--- config.mk ---
export PLATFORM = sky130hd
export DESIGN_NAME = imu_motion_orientation_detector
export DESIGN_NICKNAME = d
export VERILOG_FILES = /design/src/hw/rtl/imod_pkg.sv /design/src/hw/rtl/imu_motion_orientation_detector.sv
export VERILOG_INCLUDE_DIRS = /design/src /design/src/hw/rtl
export SDC_FILE = /design/constraint.sdc
export NUM_CORES = 2
export LEC_CHECK = 0
export ABC_CLOCK_PERIOD_IN_PS = 6700
export BUFFER_PORTS_ARGS = -buffer_cell sky130_fd_sc_hd__buf_2
export CAP_MARGIN = 20
export CORE_MARGIN = 3
export CORE_UTILIZATION = 55
export CTS_CLUSTER_DIAMETER = 150
export DETAILED_ROUTE_END_ITERATION = 8
export PLACE_DENSITY = 0.82
export SYNTH_ARGS = -nofsm -noshare
export SYNTH_HDL_FRONTEND = slang
export SYNTH_SLANG_ARGS = --single-unit
export TNS_END_PERCENT = 5
--- constraint.sdc ---
create_clock -name i_clk -period 6.7 [get_ports i_clk]
set_input_delay 1.005 -clock i_clk [delete_from_list [all_inputs] [get_ports i_clk]]
set_output_delay 1.005 -clock i_clk [all_outputs]
set_load 0.005 [all_outputs]
--- src/hw/rtl/imu_motion_orientation_detector_assert.svh ---
// Assertion macros for the IMU motion and orientation detector.
`ifndef IMU_MOTION_ORIENTATION_DETECTOR_ASSERT_SVH
`define IMU_MOTION_ORIENTATION_DETECTOR_ASSERT_SVH

// Check that cons holds in the same cycle as ante.
`define IMOD_ASSERT_SAME(label, ante, cons, msg) \
    label: assert property (@(posedge i_clk) disable iff (!i_rst_n) \
        (ante) |-> (cons)) else $error(msg);

// Check that cons holds in the cycle after ante.
`define IMOD_ASSERT_NEXT(label, ante, cons, msg) \
    label: assert property (@(posedge i_clk) disable iff (!i_rst_n) \
        (ante) |=> (cons)) else $error(msg);

`endif

--- src/hw/rtl/imod_pkg.sv ---
// Shared constants and codes for the IMU motion and orientation detector.
package imod_pkg;

    localparam int SAMPLE_BITS_DEF      = 16;
    localparam int STILL_COUNT_BITS_DEF = 8;

    localparam int CFG_ADDR_W = 3;
    localparam int CFG_DATA_W = 16;

    localparam int THR_W     = 16;
    localparam int REQ_W     = 8;
    localparam int GRAV_W    = 15;
    localparam int MAG_W     = 16;
    localparam int ORIENT_W  = 3;

    // result packing: moving, stable, orient, flat, magnitude, change
    localparam int OUT_FIELDS_W = 1 + 1 + ORIENT_W + 1 + MAG_W + MAG_W;
    localparam int OUT_W        = ((OUT_FIELDS_W + 7) / 8) * 8;

    typedef enum logic [CFG_ADDR_W-1:0] {
        REG_MOTION_THR  = 3'd0,
        REG_STABLE_THR  = 3'd1,
        REG_STABLE_REQ  = 3'd2,
        REG_GRAV_MIN    = 3'd3,
        REG_GRAV_MAX    = 3'd4,
        REG_OTHER_MAX   = 3'd5
    } t_reg_idx;

    typedef enum logic [ORIENT_W-1:0] {
        ORIENT_Z_UP   = 3'd0,
        ORIENT_Z_DOWN = 3'd1,
        ORIENT_X_UP   = 3'd2,
        ORIENT_X_DOWN = 3'd3,
        ORIENT_Y_UP   = 3'd4,
        ORIENT_Y_DOWN = 3'd5,
        ORIENT_TILTED = 3'd6
    } t_orient;

    localparam logic [THR_W-1:0]  MOTION_THR_RST = 16'd50;
    localparam logic [THR_W-1:0]  STABLE_THR_RST = 16'd15;
    localparam logic [REQ_W-1:0]  STABLE_REQ_RST = 8'd10;
    localparam logic [GRAV_W-1:0] GRAV_MIN_RST   = 15'd920;
    localparam logic [GRAV_W-1:0] GRAV_MAX_RST   = 15'd1050;
    localparam logic [GRAV_W-1:0] OTHER_MAX_RST  = 15'd350;

    localparam logic [MAG_W-1:0] MAG_MAX = '1;

endpackage

--- src/hw/rtl/imu_motion_orientation_detector.sv ---
// Top level of the IMU motion/stillness and orientation detector.
//
//  channel   | direction | signals                              | content
//  ----------+-----------+--------------------------------------+------------------------------
//  s_axis    | in        | i_s_axis_tvalid/o_s_axis_tready/data | lin_accel xyz, grav xyz
//  m_axis    | out       | o_m_axis_tvalid/i_m_axis_tready/data | flags, orientation, magnitude
//  cfg       | in        | i_cfg_valid/o_cfg_ready/addr/data    | threshold register writes
//
// A sample goes from the accept in ST_IDLE through bit-serial squaring (ST_SQUARE), summing
// (ST_ADD_XY, ST_ADD_Z) and a bit-serial square root (ST_ROOT) to the result update in
// ST_FINISH. A new sample is taken only in ST_IDLE, once the last one has left ST_FINISH.
// The result register frees the core: a finished sample waits only if the previous result
// is still held by a stalled m_axis. Reset is synchronous, active low, and restores the
// register defaults and clears motion state. Config writes are always taken.
module imu_motion_orientation_detector #(
    parameter int SAMPLE_BITS      = imod_pkg::SAMPLE_BITS_DEF,
    parameter int STILL_COUNT_BITS = imod_pkg::STILL_COUNT_BITS_DEF
) (
    input  logic                                i_clk,
    input  logic                                i_rst_n,
    input  logic                                i_s_axis_tvalid,
    output logic                                o_s_axis_tready,
    // lin_accel_x, lin_accel_y, lin_accel_z, grav_x, grav_y, grav_z, zero fill
    input  logic [((6*SAMPLE_BITS+7)/8)*8-1:0]  i_s_axis_tdata,
    output logic                                o_m_axis_tvalid,
    input  logic                                i_m_axis_tready,
    // is_moving, is_stable, orient_code[2:0], lying_flat, accel_magnitude[15:0],
    // magnitude_change[15:0], zero fill
    output logic [imod_pkg::OUT_W-1:0]          o_m_axis_tdata,
    input  logic                                i_cfg_valid,
    output logic                                o_cfg_ready,
    input  logic [imod_pkg::CFG_ADDR_W-1:0]     i_cfg_addr,
    input  logic [imod_pkg::CFG_DATA_W-1:0]     i_cfg_data
);
    import imod_pkg::*;

    localparam int S      = SAMPLE_BITS;
    localparam int SQ_W   = 2 * S;
    localparam int REM_W  = S + 3;
    localparam int CNT_W  = $clog2(S);
    localparam int SC_W   = STILL_COUNT_BITS;
    localparam int ROOT_W = (S > MAG_W) ? S : MAG_W;
    localparam int CMP_W  = (SC_W > REQ_W) ? SC_W : REQ_W;
    localparam int GC_W   = (S > GRAV_W) ? S : GRAV_W;
    localparam logic [CNT_W-1:0] CNT_LAST = CNT_W'(S - 1);

    typedef enum logic [2:0] {
        ST_IDLE,
        ST_SQUARE,
        ST_ADD_XY,
        ST_ADD_Z,
        ST_ROOT,
        ST_FINISH
    } t_state;

    t_state            r_state;
    logic [CNT_W-1:0]  r_cnt;

    logic [THR_W-1:0]  r_motion_thr;
    logic [THR_W-1:0]  r_stable_thr;
    logic [REQ_W-1:0]  r_stable_req;
    logic [GRAV_W-1:0] r_grav_min;
    logic [GRAV_W-1:0] r_grav_max;
    logic [GRAV_W-1:0] r_other_max;

    logic [MAG_W-1:0]  r_prev_mag;
    logic              r_moving;
    logic [SC_W-1:0]   r_still_cnt;

    logic              r_out_valid;
    logic              r_out_moving;
    logic              r_out_stable;
    t_orient           r_out_orient;
    logic              r_out_flat;
    logic [MAG_W-1:0]  r_out_mag;
    logic [MAG_W-1:0]  r_out_change;

    // datapath: three squaring lanes, square root shifter
    logic [S-1:0]      r_mplr   [3];
    logic [SQ_W-1:0]   r_mcand  [3];
    logic [SQ_W-1:0]   r_sq     [3];
    logic [S-1:0]      r_gabs   [3];
    logic [2:0]        r_gneg;
    logic [SQ_W-1:0]   r_opnd;
    logic [REM_W-1:0]  r_rem;
    logic [S-1:0]      r_root;

    logic              in_xfer;
    logic              out_free;
    logic [S-1:0]      in_abs   [6];
    logic [REM_W-1:0]  n_rem_shift;
    logic [REM_W-1:0]  n_trial;
    logic [ROOT_W-1:0] root_ext;
    logic [MAG_W-1:0]  n_mag;
    logic [MAG_W-1:0]  n_change;
    logic              n_moving;
    logic [SC_W-1:0]   n_still_cnt;
    logic [SC_W-1:0]   cnt_inc;
    logic              n_stable;
    t_orient           n_orient;
    logic [GC_W-1:0]   g_ext    [3];
    logic [2:0]        g_band;
    logic [2:0]        g_small;

    assign in_xfer         = i_s_axis_tvalid && o_s_axis_tready;
    assign out_free        = !r_out_valid || i_m_axis_tready;
    assign o_s_axis_tready = (r_state == ST_IDLE);
    assign o_cfg_ready     = 1'b1;
    assign o_m_axis_tvalid = r_out_valid;
    assign o_m_axis_tdata  = OUT_W'({r_out_change, r_out_mag, r_out_flat, r_out_orient,
                                     r_out_stable, r_out_moving});

    // magnitude of each two's complement field; the most negative value maps to 2^(S-1)
    always_comb begin
        for (int i = 0; i < 6; i++) begin
            in_abs[i] = i_s_axis_tdata[i*S+S-1] ? (~i_s_axis_tdata[i*S +: S] + 1'b1)
                                                : i_s_axis_tdata[i*S +: S];
        end
    end

    // one restoring square root step: bring in two operand bits, try (root<<2)|1
    assign n_rem_shift = {r_rem[REM_W-3:0], r_opnd[SQ_W-1 -: 2]};
    assign n_trial     = REM_W'({r_root, 2'b01});

    always_comb begin
        root_ext = ROOT_W'(r_root);
        n_mag    = (root_ext > ROOT_W'(MAG_MAX)) ? MAG_MAX : root_ext[MAG_W-1:0];
        n_change = (n_mag >= r_prev_mag) ? (n_mag - r_prev_mag) : (r_prev_mag - n_mag);
        cnt_inc  = (r_still_cnt != '1) ? (r_still_cnt + 1'b1) : r_still_cnt;

        n_moving    = r_moving;
        n_still_cnt = r_still_cnt;
        priority if (n_change > r_motion_thr) begin
            n_moving    = 1'b1;
            n_still_cnt = '0;
        end else if (n_change < r_stable_thr) begin
            n_still_cnt = cnt_inc;
            if (r_moving && (CMP_W'(cnt_inc) >= CMP_W'(r_stable_req))) begin
                n_moving = 1'b0;
            end
        end else begin
            // decay between the thresholds, never below zero
            if (r_still_cnt != '0) begin
                n_still_cnt = r_still_cnt - 1'b1;
            end
        end
        n_stable = !n_moving && (CMP_W'(n_still_cnt) >= CMP_W'(r_stable_req));
    end

    // orientation: Z first, then X, then Y; a negative aligned axis reads as up
    always_comb begin
        for (int i = 0; i < 3; i++) begin
            g_ext[i]   = GC_W'(r_gabs[i]);
            g_band[i]  = (g_ext[i] > GC_W'(r_grav_min)) && (g_ext[i] < GC_W'(r_grav_max));
            g_small[i] = g_ext[i] < GC_W'(r_other_max);
        end
        priority if (g_band[2] && g_small[0] && g_small[1]) begin
            n_orient = r_gneg[2] ? ORIENT_Z_UP : ORIENT_Z_DOWN;
        end else if (g_band[0] && g_small[1] && g_small[2]) begin
            n_orient = r_gneg[0] ? ORIENT_X_UP : ORIENT_X_DOWN;
        end else if (g_band[1] && g_small[0] && g_small[2]) begin
            n_orient = r_gneg[1] ? ORIENT_Y_UP : ORIENT_Y_DOWN;
        end else begin
            n_orient = ORIENT_TILTED;
        end
    end

    // control, configuration and motion state
    always_ff @(posedge i_clk) begin
        if (!i_rst_n) begin
            r_state      <= ST_IDLE;
            r_cnt        <= '0;
            r_motion_thr <= MOTION_THR_RST;
            r_stable_thr <= STABLE_THR_RST;
            r_stable_req <= STABLE_REQ_RST;
            r_grav_min   <= GRAV_MIN_RST;
            r_grav_max   <= GRAV_MAX_RST;
            r_other_max  <= OTHER_MAX_RST;
            r_prev_mag   <= '0;
            r_moving     <= 1'b0;
            r_still_cnt  <= '0;
            r_out_valid  <= 1'b0;
        end else begin
            if (i_cfg_valid) begin
                unique case (i_cfg_addr)
                    REG_MOTION_THR: r_motion_thr <= i_cfg_data;
                    REG_STABLE_THR: r_stable_thr <= i_cfg_data;
                    REG_STABLE_REQ: r_stable_req <= i_cfg_data[REQ_W-1:0];
                    REG_GRAV_MIN:   r_grav_min   <= i_cfg_data[GRAV_W-1:0];
                    REG_GRAV_MAX:   r_grav_max   <= i_cfg_data[GRAV_W-1:0];
                    REG_OTHER_MAX:  r_other_max  <= i_cfg_data[GRAV_W-1:0];
                    default: ;
                endcase
            end

            // load a finished sample, else drop the result once its transfer is done
            if ((r_state == ST_FINISH) && out_free) begin
                r_out_valid <= 1'b1;
            end else if (r_out_valid && i_m_axis_tready) begin
                r_out_valid <= 1'b0;
            end

            unique case (r_state)
                ST_IDLE: begin
                    if (in_xfer) begin
                        r_state <= ST_SQUARE;
                        r_cnt   <= CNT_LAST;
                    end
                end
                ST_SQUARE: begin
                    r_cnt <= r_cnt - 1'b1;
                    if (r_cnt == '0) begin
                        r_state <= ST_ADD_XY;
                    end
                end
                ST_ADD_XY: r_state <= ST_ADD_Z;
                ST_ADD_Z: begin
                    r_state <= ST_ROOT;
                    r_cnt   <= CNT_LAST;
                end
                ST_ROOT: begin
                    r_cnt <= r_cnt - 1'b1;
                    if (r_cnt == '0) begin
                        r_state <= ST_FINISH;
                    end
                end
                ST_FINISH: begin
                    // hold until the result register can take this sample
                    if (out_free) begin
                        r_state     <= ST_IDLE;
                        r_prev_mag  <= n_mag;
                        r_moving    <= n_moving;
                        r_still_cnt <= n_still_cnt;
                    end
                end
                default: r_state <= ST_IDLE;
            endcase
        end
    end

    // datapath registers
    always_ff @(posedge i_clk) begin
        unique case (r_state)
            ST_IDLE: begin
                if (in_xfer) begin
                    for (int i = 0; i < 3; i++) begin
                        r_mplr[i]  <= in_abs[i];
                        r_mcand[i] <= SQ_W'(in_abs[i]);
                        r_sq[i]    <= '0;
                        r_gabs[i]  <= in_abs[i+3];
                        r_gneg[i]  <= i_s_axis_tdata[(i+3)*S+S-1];
                    end
                end
            end
            ST_SQUARE: begin
                // add the shifted multiplicand where the multiplier bit is set
                for (int i = 0; i < 3; i++) begin
                    if (r_mplr[i][0]) begin
                        r_sq[i] <= r_sq[i] + r_mcand[i];
                    end
                    r_mplr[i]  <= r_mplr[i] >> 1;
                    r_mcand[i] <= r_mcand[i] << 1;
                end
            end
            ST_ADD_XY: r_sq[0] <= r_sq[0] + r_sq[1];
            ST_ADD_Z: begin
                r_opnd <= r_sq[0] + r_sq[2];
                r_rem  <= '0;
                r_root <= '0;
            end
            ST_ROOT: begin
                r_opnd <= r_opnd << 2;
                if (n_rem_shift >= n_trial) begin
                    r_rem  <= n_rem_shift - n_trial;
                    r_root <= {r_root[S-2:0], 1'b1};
                end else begin
                    r_rem  <= n_rem_shift;
                    r_root <= {r_root[S-2:0], 1'b0};
                end
            end
            ST_FINISH: begin
                if (out_free) begin
                    r_out_moving <= n_moving;
                    r_out_stable <= n_stable;
                    r_out_orient <= n_orient;
                    r_out_flat   <= (n_orient != ORIENT_TILTED);
                    r_out_mag    <= n_mag;
                    r_out_change <= n_change;
                end
            end
            default: ;
        endcase
    end

`include "imu_motion_orientation_detector_assert.svh"

    `IMOD_ASSERT_SAME(a_not_moving_and_stable, r_out_valid, !(r_out_moving && r_out_stable),
        "result reports moving and stable together")
    `IMOD_ASSERT_SAME(a_flat_matches_orient, r_out_valid,
        r_out_flat == (r_out_orient != ORIENT_TILTED), "lying_flat disagrees with orientation")
    `IMOD_ASSERT_NEXT(a_square_to_sum, (r_state == ST_SQUARE) && (r_cnt == '0),
        r_state == ST_ADD_XY, "squaring did not hand over to the sum")
    `IMOD_ASSERT_NEXT(a_finish_writes_result, (r_state == ST_FINISH) && out_free,
        r_out_valid && (r_state == ST_IDLE), "finished sample not written to result register")

endmodule

== Word level (Yosys, flattened, before mapping) ==
Memory sizes are Yosys's and may differ from the RTL's.
Index checks and enable logic that the tools add are counted.
Storage, ports and cells
  bits in registers: 224
  RAM bits: 288
  output and inout bits: 43
  logic and storage cells: 187
  memories: 4
Memory list
  r_mcand: words 3, bits a word 32, read ports 3, clocked after Yosys merged registers in 0, wr ports 3, line imu_motion_orientation_detector.sv:80  | logic [SQ_W-1:0] r_mcand [3];
  r_sq: words 3, bits a word 32, read ports 3, clocked after Yosys merged registers in 0, wr ports 3, line imu_motion_orientation_detector.sv:81  | logic [SQ_W-1:0] r_sq [3];
  r_gabs: words 3, bits a word 16, read ports 3, clocked after Yosys merged registers in 0, wr ports 3, line imu_motion_orientation_detector.sv:82  | logic [S-1:0] r_gabs [3];
  r_mplr: words 3, bits a word 16, read ports 3, clocked after Yosys merged registers in 0, wr ports 3, line imu_motion_orientation_detector.sv:79  | logic [S-1:0] r_mplr [3];
Operators by class
  add/subtract/negate cells: 17
  magnitude comparators: 16
  eq/ne operators: 16
  multiplexer cells: 61
  bitwise logic cells: 16
  reduce and logical (&&, ||, !) cells: 35
Operators by type and width (number)
  $mux W32: 7
  $mux W16: 11
  $add A32 B32 Y32: 5
  $add A16 B1 Y16 const B: 6
  $lt A16 B15 Y1: 6
  $not A16 Y16: 6
  $pmux W32 S2: 1
  $gt A16 B15 Y1: 3
  $pmux W17 S2: 1
  $mux W8: 4
  $pmux W16 S2: 1
  $sub A16 B16 Y16: 2
  $mux W1: 25
  $ge A19 B18 Y1: 1
  $mux W3: 6
  $pmux W3 S6: 1
  $reduce_and A2 Y1: 9
  $mux W17: 1
  $sub A17 B17 Y17: 1
  $ge A16 B16 Y1: 1
  $ge A8 B8 Y1: 2
  $gt A16 B16 Y1: 1
  $gt A16 B16 Y1 const B: 1
  $lt A16 B16 Y1: 1
  24 further kinds: 58

== Depth between registers and ports, before layout ==
  word-level depth: 9
  depth in mapped cells: 37
  depth with buffers taken out: 35

== Least setup slack after synthesis ==
No wires, ideal clock.
  path kind: reg-to-reg
  from: reg r_root[0]
  to: reg r_out_stable, data pin
  library setup time: 254 ps
  arrival time: 5854 ps
  data required time: 6446 ps
  slack: 593 ps
  cell stages (with the launch flop): 38
  buffers on the path: 2
  clock period less this slack: 6107 ps
  cells stage by stage: edfxtp_1 inv_1 ha_1 inv_1 fa_1 a21o_1 a21oi_1 o221ai_1 o21ai_0 nand2_1 a21oi_1 o21ai_1 buf_2 a211oi_1 a21oi_1 xor2_1 ha_1 a21o_1 [... 2 more ...] o21ai_0 a21oi_1 clkbuf_1 nand2_1 nand2_1 xnor2_1 nand2_1 ha_1 nand2b_1 a21o_1 a21o_1 a21o_1 a21oi_1 nor2b_1 o21ai_0 nand2b_1 a21oi_1 nor2_1
Between the ends
  longest elaborated chain between the ends: 9
  elaborated cells on any way between the ends: 15
  classes of those cells: add/sub (2); order compare (5); mux (6); reduce/logical (2)
RTL lines
  from (decl): line imu_motion_orientation_detector.sv:86  | logic [S-1:0] r_root;
  from (signal assigned): line imu_motion_orientation_detector.sv:275  | r_root <= {r_root[S-2:0], 1'b1};
  from (signal assigned): line imu_motion_orientation_detector.sv:278  | r_root <= {r_root[S-2:0], 1'b0};
  $gt A16 B16 Y1: line imu_motion_orientation_detector.sv:127  | n_mag = (root_ext > ROOT_W'(MAG_MAX)) ? MAG_MAX : root_ext[MAG_W-1:0];
  $mux W16 (*): line imu_motion_orientation_detector.sv:127
  $sub A16 B16 Y16 / $ge A16 B16 Y1 (equally long branches): line imu_motion_orientation_detector.sv:128  | n_change = (n_mag >= r_prev_mag) ? (n_mag - r_prev_mag) : (r_prev_mag - n_mag);
  $mux W16 (*): line imu_motion_orientation_detector.sv:128
  via n_change[13]: line imu_motion_orientation_detector.sv:95  | logic [MAG_W-1:0] n_change;
  $lt A16 B16 Y1: line imu_motion_orientation_detector.sv:136  | end else if (n_change < r_stable_thr) begin
  $mux W8 / $mux W1 (equally long branches): line imu_motion_orientation_detector.sv:136
  $mux W8 / $mux W1 (equally long branches): line imu_motion_orientation_detector.sv:133  | priority if (n_change > r_motion_thr) begin
  $ge A8 B8 Y1 / $logic_not A1 Y1 (equally long branches): line imu_motion_orientation_detector.sv:147  | n_stable = !n_moving && (CMP_W'(n_still_cnt) >= CMP_W'(r_stable_req));
  $logic_and A1 B1 Y1 (*): line imu_motion_orientation_detector.sv:147
  via n_stable: line imu_motion_orientation_detector.sv:99  | logic n_stable;
  to (signal assigned): line imu_motion_orientation_detector.sv:284  | r_out_stable <= n_stable;
  to (decl): line imu_motion_orientation_detector.sv:72  | logic r_out_stable;
Mark *: on every way through the listed nets, which the timed path passes. The rest lies on a longest branch.
A chain may end at the register's enable or synchronous reset.

== Worst setup path after layout ==
  from: reg r_root[0]
  to: reg r_out_stable, data pin
Between the ends
  longest elaborated chain between the ends: 9
  elaborated cells on any way between the ends: 15
  classes of those cells: add/sub (2); order compare (5); mux (6); reduce/logical (2)
RTL lines
  $gt A16 B16 Y1: line imu_motion_orientation_detector.sv:127
  $mux W16 (*): line imu_motion_orientation_detector.sv:127
  $sub A16 B16 Y16 / $ge A16 B16 Y1 (equally long branches): line imu_motion_orientation_detector.sv:128
  $mux W16 (*): line imu_motion_orientation_detector.sv:128
  via n_change[13]: line imu_motion_orientation_detector.sv:95
  $lt A16 B16 Y1: line imu_motion_orientation_detector.sv:136
  $mux W8: line imu_motion_orientation_detector.sv:136
  $mux W8 (*): line imu_motion_orientation_detector.sv:133
  via n_still_cnt[2]: line imu_motion_orientation_detector.sv:97  | logic [SC_W-1:0] n_still_cnt;
  $ge A8 B8 Y1 (*): line imu_motion_orientation_detector.sv:147
  $logic_and A1 B1 Y1 (*): line imu_motion_orientation_detector.sv:147
  via n_stable: line imu_motion_orientation_detector.sv:99
Marks and branches as above.

==> reports/summary.txt <==
first-pass GRT wire length -> 128 mm
Sw Ratio -> 39.8%
slowest CP cell -> edfxtp_1
post-synthesis sequential area ratio -> 41.3%
Post-DRT Antenna Nets -> 0
Slew HR -> 30.4%
critical path class -> reg -> reg
initial antenna violation count -> 0
Final Power -> 17100 uW
share of cells above drive strength 1 -> 9.11%
clock buffer depth -> 3
worst vdd ir -> 0.258 mV
number of warnings issued by yosys -> 0
CP Max Fanout -> 10
Distinct cells, synth -> 100
Post-synth ARST share -> 0%
Max Slew Vio Count -> 0
max-cap check violation count -> 0
die area -> 0.0655 mm2
post-DR wirelength/cell -> 17.5 um
Initial Util -> 56.3%
commonest cells after routing, fill and taps aside -> edfxtp_1, ha_1, nand2_1
global route overflow -> 0
final instance area -> 0.0378 mm2
cell count after synthesis -> 3501
gp weighted congestion -> 0.932
clock power share -> 18.0%
final WL -> 78.8 mm
EDFF count, synth -> 394
Tot GR Track Use -> 23.4%
CTS root buffer -> clkbuf_16
IO Pins -> 163
dpl hpwl -> 59.3 mm
crit start category -> flop
worst skew pair latency -> 0.61 ns
Inst Count DP -> 4392
clk_skew -> 0.0330 ns
Area growth syn-to-layout -> 10.1%
Max H-tree Level -> 2
status -> completed
I/O Buffers -> 159
Lkg Pwr -> 0.0154 uW
syn_area_per_cell -> 9.81 um2
placed cell area -> 0.0359 mm2
final cell count without fillers -> 4495
required time worst endpoint -> 7.06 ns
Primary FF master, synth -> edfxtp_1
clock sink count -> 512
number of global-route vias before repair -> 25440
Syn Std Cell Area -> 0.0344 mm2
Hold-fix buffers, CTS -> 0
fill count -> 5005
post-DR vias/cell -> 5.92
Psw -> 6790 uW
fmax -> 157 MHz
Final nets -> 4141
Power Internal -> 10300 uW
Setup-failing EPs final -> 0
core box area -> 0.0610 mm2
Period minus WS final -> 6.36 ns
dpl ws -> -0.0822 ns
FF-to-FF path depth -> 33
DR DRC count -> 0
worst path arrival time -> 6.72 ns
r2r setup slk -> 0.34 ns
CP peak stage delay -> 0.43 ns
Period Utilization, post-route -> 95.0%
CP Capture Type -> flop
worst min path class -> reg -> reg
most common cell after layout, fill and taps aside -> edfxtp_1
drt pass-1 iters -> 5
most used cell, CP -> a21o_1
reg-to-reg endpoint -> r_out_stable
Cell Pwr Density -> 451 mW/mm2
Gate power share -> 49.7%
crit path from -> r_root[0]
largest net degree at the start of global routing -> 73
Inserted Clock Buffers -> 52
TritonCTS clock tree -> built
chip height -> 256 um
Worst-path clk slew -> 0.06 ns
reg2reg start -> r_root[0]
Vias -> 26629
Fin Setup TNS -> 0 ns
part of the power in registers -> 32.3%
Setup WS post-layout -> 0.336 ns
actual slew at the worst max-slew pin -> 1.04 ns
violation count after the first detailed-routing iteration -> 1924
CP Capture Point -> r_out_stable
die width -> 256 um
Yosys reg bits -> 512
final hold vios -> 0
row cnt -> 90
number of inserted diodes -> 0
==> synthesized netlist by cell type (16+ instances only) <==
cell | count | area share, %
xnor2_1 | 141 | 3.6
nand3_1 | 51 | 0.74
o21ai_0 | 174 | 2.5
nor2b_1 | 34 | 0.62
o211ai_1 | 42 | 0.92
o31ai_1 | 34 | 0.74
edfxtp_1 | 394 | 34
a31oi_1 | 19 | 0.35
clkbuf_1 | 91 | 0.99
nand4_1 | 32 | 0.58
o22ai_1 | 32 | 0.58
and3_1 | 27 | 0.49
and2_1 | 62 | 1.1
dfxtp_1 | 118 | 6.9
o21bai_1 | 24 | 0.52
nor2_1 | 194 | 2.1
a211oi_1 | 28 | 0.61
o41ai_1 | 16 | 0.41
mux2i_1 | 22 | 0.64
nor3_1 | 45 | 0.66
ha_1 | 390 | 14
a21oi_1 | 267 | 3.9
inv_1 | 205 | 2.2
o21a_1 | 124 | 2.7
a21boi_0 | 40 | 0.87
nand2b_1 | 49 | 0.89
xor2_1 | 101 | 2.6
a21o_1 | 139 | 3.0
nor4_1 | 17 | 0.31
or3_1 | 20 | 0.36
nand2_1 | 364 | 4.0
==> worst max-delay path, delay by kind of cell, from the launching register on <==
| family | cells | cell delay [ns] |
|---|---|---|
| compound gates | 20 | 3.57 |
| buf+inv | 4 | 0.56 |
| simple gates | 4 | 0.28 |
| xor+xnor | 1 | 0.23 |
| fa+ha+maj | 4 | 1.05 |
| flops | 1 | 0.43 |
==> registers in the layout (all words and copies together), names as in the netlist, 17 cells and up <==
signal,cells
r_mcand,96
r_sq,96
r_gabs,48
r_mplr,48
r_opnd,32
r_rem,17
==> per-stage QoR <==
stage | hold slack (ns) | utilization [%]
final | 0.456 | 62.0
after global routing | 0.470 | 62.0
after CTS | 0.456 | 61.8
after detailed placement | 0.447 | 58.8
after global placement | 0.442 | 58.8
after floorplan | 0.436 | -
==> how the worst min path moves through the flow <==
stage	startpoint	endpoint	slack [ns]	cells past startpoint
4_1_cts	r_grav_min[12]	r_grav_min[12]	0.46	2
5_1_grt	r_motion_thr[3]	r_motion_thr[3]	0.47	2
2_1_floorplan	r_stable_thr[0]	r_stable_thr[0]	0.44	2
6_report	r_other_max[12]	r_other_max[12]	0.46	2
3_3_place_gp	r_grav_min[1]	r_grav_min[1]	0.44	2
3_5_place_dp	r_grav_min[5]	r_grav_min[5]	0.45	2
==> routing by layer <==
metal | up-vias | GRT usage (%) | share of wire [%]
li1 | 13096 | - | -
met1 | 12639 | 31.6 | 44
met2 | 763 | 39.8 | 48
met3 | 131 | 2.78 | 5.8
met4 | 0 | 6.75 | 2.6
met5 | - | 0 | 0
==> final cells by class <==
type                            instances  area (um2)  area share [%]
Clock buffer                           67        1470            3.89
Clock inverter                         30         333           0.880
Inverter                              206         773            2.04
Multi-Input combinational cell       2665       19000            50.2
Sequential cell                       512       14200            37.5
Tap cell                              828        1040            2.74
Timing Repair Buffer                  187        1040            2.74
==> power by group through the flow <==
stage / registers (uW) / logic, uW / clock network, uW
2_1_floorplan: 5280 / 6780 / 0
3_3_place_gp: 5510 / 8070 / 0
3_5_place_dp: 5540 / 8300 / 0
4_1_cts: 5490 / 8400 / 3120
5_1_grt: 5590 / 9510 / 3240
6_report: 5500 / 8470 / 3080
==> repair_timing <==
action / CTS / global route
pin swaps: 0 / 2
setup endpoints to repair: 1 / 1
buffers inserted: 0 / 4
resized for setup: 2 / 13
==> logic make-up (layout without fill, tap and decap cells) <==
kind of cell             count (synthesis)  in the layout  synth area share (%)
AO/OA/AOI/OAI                         1045           1045                  20.2
flip-flops                             512            512                  41.3
XOR/XNOR                               242            242                  6.17
buffers and inverters                  325            490                  3.70
other                                    2              3                0.0219
AND/OR/NAND/NOR                        955            955                  13.3
adder cells (fa/ha/maj)                397            397                  14.6
multiplexers                            23             23                 0.674
Power figures use the tool's default switching activity.
